File: config.mk
export PLATFORM = sky130hd
export DESIGN_NAME = sct_mdu
export DESIGN_NICKNAME = d
export VERILOG_FILES = /design/src/sct_pkg.sv /design/src/sct_mdu.sv
export SDC_FILE = /design/constraint.sdc
export NUM_CORES = 2
export LEC_CHECK = 0
export ABC_AREA = 1
export BUFFER_PORTS_ARGS = -buffer_cell sky130_fd_sc_hd__buf_4
export CAP_MARGIN = 10
export CELL_PAD_IN_SITES_DETAIL_PLACEMENT = 1
export CELL_PAD_IN_SITES_GLOBAL_PLACEMENT = 1
export CORE_MARGIN = 8
export CORE_UTILIZATION = 50
export DETAILED_ROUTE_END_ITERATION = 10
export MAX_ROUTING_LAYER = met4
export PLACE_DENSITY_LB_ADDON = 0.1
export SYNTH_ARGS = -nofsm -noshare
export SYNTH_HDL_FRONTEND = slang
export SYNTH_SLANG_ARGS = --single-unit
export TNS_END_PERCENT = 50
File: constraint.sdc
create_clock -name clk -period 22 [get_ports clk]
set_input_delay 2.2 -clock clk [delete_from_list [all_inputs] [get_ports clk]]
set_output_delay 2.2 -clock clk [all_outputs]
set_load 0.02 [all_outputs]
File: src/sct_pkg.sv
// Shared types, constants and rounding helpers for the sine, cosine and tangent series block.
`default_nettype none

package sct_pkg;

  // Internal fraction bits of the series arithmetic.
  localparam int unsigned IF_BITS = 56;
  // Right shift of the sine and cosine sums for the tangent division, leaving 32 fraction bits.
  localparam int unsigned SH_TAN = IF_BITS - 32;
  // Pi with 60 fraction bits.
  localparam logic [63:0] PI_Q60 = 64'h3243_F6A8_885A_308D;
  // One at the internal fraction width.
  localparam logic [63:0] ONE_IF = 64'd1 << IF_BITS;
  // Rounding bias for products scaled down by IF_BITS.
  localparam logic [127:0] ACC_INIT = 128'd1 << (IF_BITS - 1);

  // Divisor and remainder width of the shared divider.
  localparam int unsigned DIV_W = 40;
  // Steps of the shared unit.
  localparam int unsigned MUL_STEPS = 4;
  localparam int unsigned DIV_STEPS = 64;
  localparam int unsigned CNT_W = 6;

  // Operation codes.
  localparam logic [1:0] OP_SIN = 2'd0;
  localparam logic [1:0] OP_COS = 2'd1;
  localparam logic [1:0] OP_TAN = 2'd2;

  // Status codes.
  localparam logic [1:0] ST_OK = 2'd0;
  localparam logic [1:0] ST_POLE = 2'd1;
  localparam logic [1:0] ST_SAT = 2'd2;

  // Saturation values of the tangent.
  localparam logic [31:0] SAT_POS = 32'h7FFF_FFFF;
  localparam logic [31:0] SAT_NEG = 32'h8000_0000;

  // Sequencer states.
  typedef enum logic [3:0] {
    S_IDLE,
    S_RED,
    S_RED_W,
    S_FOLD,
    S_SQ,
    S_SQ_W,
    S_INIT,
    S_CHK,
    S_MUL_W,
    S_DIV_W,
    S_SER_END,
    S_TAN1,
    S_TAN2,
    S_TAN_W,
    S_OUT
  } state_t;

  // Request to the shared multiply/divide unit.
  typedef struct packed {
    logic start;
    logic is_div;
  } mdu_req_t;

  // Status of the shared multiply/divide unit.
  typedef struct packed {
    logic busy;
    logic done;
  } mdu_rsp_t;

  // Magnitude of a signed 64-bit value.
  function automatic logic [63:0] mag64(input logic signed [63:0] v);
    return v[63] ? (~v + 64'd1) : v;
  endfunction

  // Two's complement negation when neg is set.
  function automatic logic [63:0] neg_if(input logic [63:0] m, input logic neg);
    return neg ? (~m + 64'd1) : m;
  endfunction

  // Magnitude of v shifted right by sh, rounded to nearest, ties away from zero.
  function automatic logic [63:0] rnd_mag(input logic signed [63:0] v, input int unsigned sh);
    logic [63:0] m;
    m = mag64(v);
    return (m + (64'd1 << (sh - 1))) >> sh;
  endfunction

endpackage

`default_nettype wire

File: src/sct_mdu.sv
// Shared multiply/divide unit: 64x64 rounded product in four 32x32 steps, 64-step divider.
`default_nettype none

module sct_mdu (
  input  wire logic                       clk,
  input  wire logic                       rst_n,
  input  wire sct_pkg::mdu_req_t          req,
  input  wire logic [63:0]                opa,
  input  wire logic [63:0]                opb,
  output sct_pkg::mdu_rsp_t               rsp,
  output logic [63:0]                     result
);
  import sct_pkg::*;

  logic              busy_r;
  logic              done_r;
  logic              div_r;
  logic [CNT_W-1:0]  cnt_r;
  logic              last;
  logic              take;

  logic [63:0]       a_r;
  logic [63:0]       b_r;
  logic [63:0]       prod_r;
  logic [1:0]        psh_r;
  logic [127:0]      acc_r;
  logic [63:0]       quo_r;
  logic [DIV_W-1:0]  rem_r;
  logic [DIV_W-1:0]  dvs_r;

  logic [31:0]       pa;
  logic [31:0]       pb;
  logic [63:0]       pp;
  logic [1:0]        psh;
  logic [127:0]      addend;
  logic [DIV_W:0]    trial;
  logic              ge;

  assign take = req.start && !busy_r;
  assign last = div_r ? (cnt_r == CNT_W'(DIV_STEPS - 1)) : (cnt_r == CNT_W'(MUL_STEPS));

  // Partial product selection: low*low, low*high, high*low, high*high.
  assign pa  = cnt_r[1] ? a_r[63:32] : a_r[31:0];
  assign pb  = cnt_r[0] ? b_r[63:32] : b_r[31:0];
  assign pp  = pa * pb;
  assign psh = {1'b0, cnt_r[1]} + {1'b0, cnt_r[0]};

  // Place the registered partial product at its 32-bit offset.
  always_comb begin
    case (psh_r)
      2'd0:    addend = {64'd0, prod_r};
      2'd1:    addend = {32'd0, prod_r, 32'd0};
      2'd2:    addend = {prod_r, 64'd0};
      default: addend = '0;
    endcase
  end

  // One restoring division step.
  assign trial = {rem_r, quo_r[63]};
  assign ge    = trial >= {1'b0, dvs_r};

  // Control: step counter and completion pulse.
  always_ff @(posedge clk) begin
    if (!rst_n) begin
      busy_r <= 1'b0;
      done_r <= 1'b0;
      div_r  <= 1'b0;
      cnt_r  <= '0;
    end else begin
      done_r <= 1'b0;
      if (take) begin
        busy_r <= 1'b1;
        div_r  <= req.is_div;
        cnt_r  <= '0;
      end else if (busy_r) begin
        cnt_r <= cnt_r + CNT_W'(1);
        if (last) begin
          busy_r <= 1'b0;
          done_r <= 1'b1;
        end
      end
    end
  end

  // Datapath: operand capture, accumulation and division steps.
  always_ff @(posedge clk) begin
    if (take) begin
      a_r   <= opa;
      b_r   <= opb;
      quo_r <= opa;
      rem_r <= '0;
      dvs_r <= opb[DIV_W-1:0];
      acc_r <= ACC_INIT;
    end else if (busy_r) begin
      if (div_r) begin
        quo_r <= {quo_r[62:0], ge};
        rem_r <= ge ? DIV_W'(trial - {1'b0, dvs_r}) : trial[DIV_W-1:0];
      end else begin
        if (cnt_r < CNT_W'(MUL_STEPS)) begin
          prod_r <= pp;
          psh_r  <= psh;
        end
        if (cnt_r != '0) begin
          acc_r <= acc_r + addend;
        end
      end
    end
  end

  assign rsp.busy  = busy_r;
  assign rsp.done  = done_r;
  assign result    = div_r ? quo_r : acc_r[IF_BITS+63:IF_BITS];

endmodule

`default_nettype wire

# --- Word level (Yosys, flattened, before mapping) ---
# Index checks and enable logic that the tools add are counted.
classes:
  add_sub_neg: 4
  mul: 1
  order_cmp: 2
  eq_ne: 4
  muxes: 13
  bitwise: 4
  n_reduce_logical: 12
ops:
  columns: ["operator", "n"]
  rows:
  - ["128-bit case mux with 3 select lines", 1]
  - ["64-bit two-way mux", 4]
  - ["128-bit adder", 1]
  - ["32-bit by 32-bit multiplier with 64-bit output", 1]
  - ["32-bit two-way mux", 2]
  - ["41-bit by 40-bit greater-or-equal comparator with 1-bit output", 1]
  - ["40-bit two-way mux", 1]
  - ["40-bit subtractor", 1]
  - ["6-bit by 1-bit adder with 6-bit output (second input constant)", 1]
  - ["6-bit by 3-bit equality test with 1-bit output (second input constant)", 1]
  - ["6-bit equality test (second input constant)", 1]
  - ["6-bit by 3-bit less-than comparator with 1-bit output (second input constant)", 1]
  - ["6-bit nonzero test", 1]
  - ["1-bit two-way mux", 5]
  - ["1-bit inverter", 4]
  - ["2-bit AND reduction", 2]
  - ["4-bit AND reduction", 1]
  - ["2-bit nonzero test", 2]
  - ["3-bit AND reduction", 1]
  - ["3-bit OR reduction", 1]
  - ["1-bit by 1-bit adder with 2-bit output", 1]
  - ["2-bit by 1-bit equality test with 1-bit output (second input constant)", 1]
  - ["2-bit equality test (second input constant)", 1]
  - ["2-bit zero test", 1]
  - ["3 further kinds", 3]
word_totals:
  regBits: 475
  input_bits: 132
  output_inout_bits: 66
  elab_cells: 52

# --- Depth between registers and ports, before layout ---
depth:
  depth_word: 5
  ltp_mapped: 35
  mapped_depth_nobuf: 33

# --- Worst setup path after synthesis ---
# No wires, ideal clock.
synth_timing:
  path_type: "register -> register"
  from: "reg cnt_r[1]"
  to: "reg prod_r[58] (data pin)"
  t_arrival_ns: 7.072
  t_required_ns: 21.748
  slack_ns: 14.676
  path_stages_with_launch: 31
  path_buffers: 2
  cell_sequence: "dfxtp_1 inv_1 clkbuf_1 or2_2 o21ai_1 clkbuf_1 nor2_1 fa_1 fa_1 inv_1 fa_1 fa_1 inv_1 fa_1 fa_1 fa_1 inv_1 fa_1 inv_1 ha_1 nand2_1 nor2_1 inv_1 nor2_1 nand3_1 o21ai_0 nand2_1 nand2_1 nand2_1 nand3_1 nand2_1"
synth_via:
  elab_chain_len: 2
synth_rtl:
  columns: ["item", "line", "source"]
  rows:
  - ["start: declaration", "sct_mdu.sv:18", "logic [CNT_W-1:0] cnt_r;"]
  - ["start signal: assignment", "sct_mdu.sv:76", "cnt_r <= cnt_r + CNT_W'(1);"]
  - ["32-bit two-way mux", "sct_mdu.sv:43", "assign pa = cnt_r[1] ? a_r[63:32] : a_r[31:0];"]
  - ["32-bit by 32-bit multiplier with 64-bit output", "sct_mdu.sv:45", "assign pp = pa * pb;"]
  - ["named net pp[58]", "sct_mdu.sv:33", "logic [63:0] pp;"]
  - ["end signal: assignment", "sct_mdu.sv:100", "prod_r <= pp;"]
  - ["end: declaration", "sct_mdu.sv:24", "logic [63:0] prod_r;"]
# The timed path passes the listed nets, and every way through them passes these cells.
# A chain may end at the register's enable or synchronous reset.

# --- Final worst setup path ---
layout_timing:
  from: "reg cnt_r[1]"
  to: "reg prod_r[51] (data pin)"
# The elaborated chain is that of the path after synthesis.

==> impl_metrics.yaml <==
outcome:
  status: "finished, violations left"
  violations: "capacitance limit, slew limit"
setup_path:
  cp_slowest_cell: "inv_1"
  cp_data_arrival_time_ns: 10.58
  r2r_start: "cnt_r[1]"
  cp-startpoint: "cnt_r[1]"
  crit_top_cell: "fa_1"
  reg2reg_slack_ns: 11.79
  worst-setup-path-type: "reg -> reg"
  path_max_fanout: 35
  cp-end-kind: "register"
  reg2reg_depth: 28
  crit_path_end: "prod_r[51]"
  r2r_end: "prod_r[51]"
  start_kind: "register"
  critPathRequiredTime_ns: 22.38
  slowest_delay_ns: 0.61
placed_design:
  hpwl_um: 253000
  port_buffers: 197
  gp_congestion: 1.05
  pre_cts_ws_ns: 12.14
sta:
  slew_violations: 1
  max_freq_ghz: 0.0980
  clock-skew-final_ns: 0.0793
  fin_tns_setup_ns: 0
  grt_setup_unrepaired: "no"
  whs_ns: 0.480
  period_minus_slack_ns: 10.21
  worst_slack_ns: 11.79
  period_share_pct: 46.4
  slew_headroom_pct: -0.978
  worstMarginPinSlew_ns: 1.50
  hold_viol_final: 0
  setup_viol: 0
cells_and_area:
  drive_gt1_share_pct: 5.63
  fillCellCount: 17100
  area_delta_synth_final_pct: 8.32
  final_core_util_pct: 54.3
  nets: 10900
floorplanning:
  die_w_um: 378
  die_area_sq_um: 143000
  rows: 133
  initial_utilization_pct: 50.1
  io_pins: 198
  core_area_sq_um: 131000
  die_h_um: 378
global_routing:
  grt_pass1_wl_um: 453000
  antenna_found_initial: 22
  track_usage_pct: 44.2
  overflow: 0
  grt_max_degree: 101
  grt_pass1_vias: 70900
synth:
  yosysTopAreaCellShare_pct: 27.4
  synth_compound_area_share_pct: 6.23
  synth_top_area_cell: "fa_1"
  syn-cell-area_sq_um: 65600
  async_reset_ff_share_pct: 0
  synth_edf_count: 258
  synthXorXnorAreaFrac_pct: 1.73
  synth_common_cells: "nand2_1, inv_1, nor2_1"
  avgSynthCellArea_sq_um: 7.04
  synth_top_family_by_area: "adder cells"
  synth.area.mux_share_pct: 0
  yosysWarnings: 0
  syn-instance-count: 9328
  yosysMostFrequentCell: "nand2_1"
  synth_seq_area_share_pct: 17.0
  yosys_most_used_dff: "edfxtp_1"
  synthAdderAreaFrac_pct: 35.5
  synth_area_leaders: "fa_1, nand2_1, inv_1"
  synth_simple_gate_area_share_pct: 25.4
  ys_seq_elements: 427
  synth_cell_type_count: 50
  synth_fp_nets: 10800
routing:
  dr_wl_met2_um: 143000
  dr.pass1.iters: 6
  wire_per_inst_um: 27.8
  routed_via_density: 5.78
  drc_errors: 0
  drtIter0Drc: 5873
  drt_wl_total_um: 312000
  top_layer: "met4"
  dr_total_vias: 64900
  wl_met1_um: 111000
  dr_wl_met3_um: 28500
  antenna_left: 0
cts:
  postCtsHoldBufs: 0
  tritoncts: "yes"
  cts.sinks: 427
  cts_root_buf: "clkbuf_16"
  cts.path.max_buffers: 3
  clkLatencyLatePin_ns: 0.69
  clk_pin_slew_ns: 0.07
  post_cts_resized: 0
  cts_made_buffers: 54
  htree_levels: 2
  cts_setup_buffers: 0
run:
  cap_violations: 1
worst_hold_path:
  hold_class: "reg -> reg"
-- through the flow --
stage / area [sq um] / std cells
after CTS: 71100 / 11200
final: 71100 / 11200
after global placement: 69200 / 11100
after detailed placement: 69200 / 11100
after global routing: 71100 / 11200
after floorplan: 65600 / 9328
-- area by class of cell --
cell class | instances | area, sq um | share of cell area (%)
Antenna cell | 19 | 47.5 | 0.0669
Clock buffer | 64 | 1440 | 2.03
Clock inverter | 38 | 457 | 0.642
Inverter | 2205 | 8290 | 11.7
Multi-Input combinational cell | 6435 | 45400 | 63.9
Sequential cell | 427 | 11100 | 15.7
Tap cell | 1755 | 2200 | 3.09
Timing Repair Buffer | 284 | 2130 | 3.00
-- worst min-delay path by stage --
stage	start	end	slack (ns)	cells after the start
after floorplan	rem_r[37]	rem_r[37]	0.44	2
after global placement	rem_r[21]	rem_r[21]	0.46	2
after detailed placement	rem_r[7]	rem_r[7]	0.47	2
after CTS	rem_r[31]	rem_r[31]	0.48	2
after global routing	rem_r[31]	rem_r[31]	0.50	2
final	rem_r[31]	rem_r[31]	0.48	2
-- worst max-delay path, delay by kind of cell (launching register included) --
family	cells	cell delay (ns)
fa+ha+maj	9	4.69
buf+inv	9	2.53
simple gates	9	2.24
flops	1	0.32
compound gates	1	0.07
-- sequential cells by signal, indices dropped and copies added, names as in the netlist --
| signal | cells |
|---|---|
| rem_r | 40 |
| a_r | 64 |
| busy_r | 1 |
| cnt_r | 6 |
| done_r | 1 |
| acc_r | 120 |
| quo_r | 64 |
| prod_r | 64 |
| b_r | 64 |
| psh_r | 2 |
| div_r | 1 |
-- metal layers --
layer / GRT usage, % / up-vias
li1: - / 27900
met1: 48.8 / 32000
met2: 70.1 / 3660
met3: 10.4 / 1392
met4: 32.0 / 0
met5: - / -
-- cell usage in the layout (no fill, tap or decap), drive strengths merged, types with 64 or more instances in the layout --
cell       n
a21oi    274
buf      284
clkbuf    64
dfxtp    169
edfxtp   258
fa       898
ha       424
inv     2188
nand2   2507
nand3    241
nor2    1305
o21ai    311
o22ai     66
or2       71
xor2      99
-- kinds of logic after synthesis --
group | after synthesis
flip-flops | 427
buffers and inverters | 2466
AO/OA/AOI/OAI | 748
AND/OR/NAND/NOR | 4235
adder cells (fa/ha/maj) | 1322
XOR/XNOR | 130
Power is not shown: default switching activity piles up to over one toggle a cycle in this logic, so the estimate is an artifact.
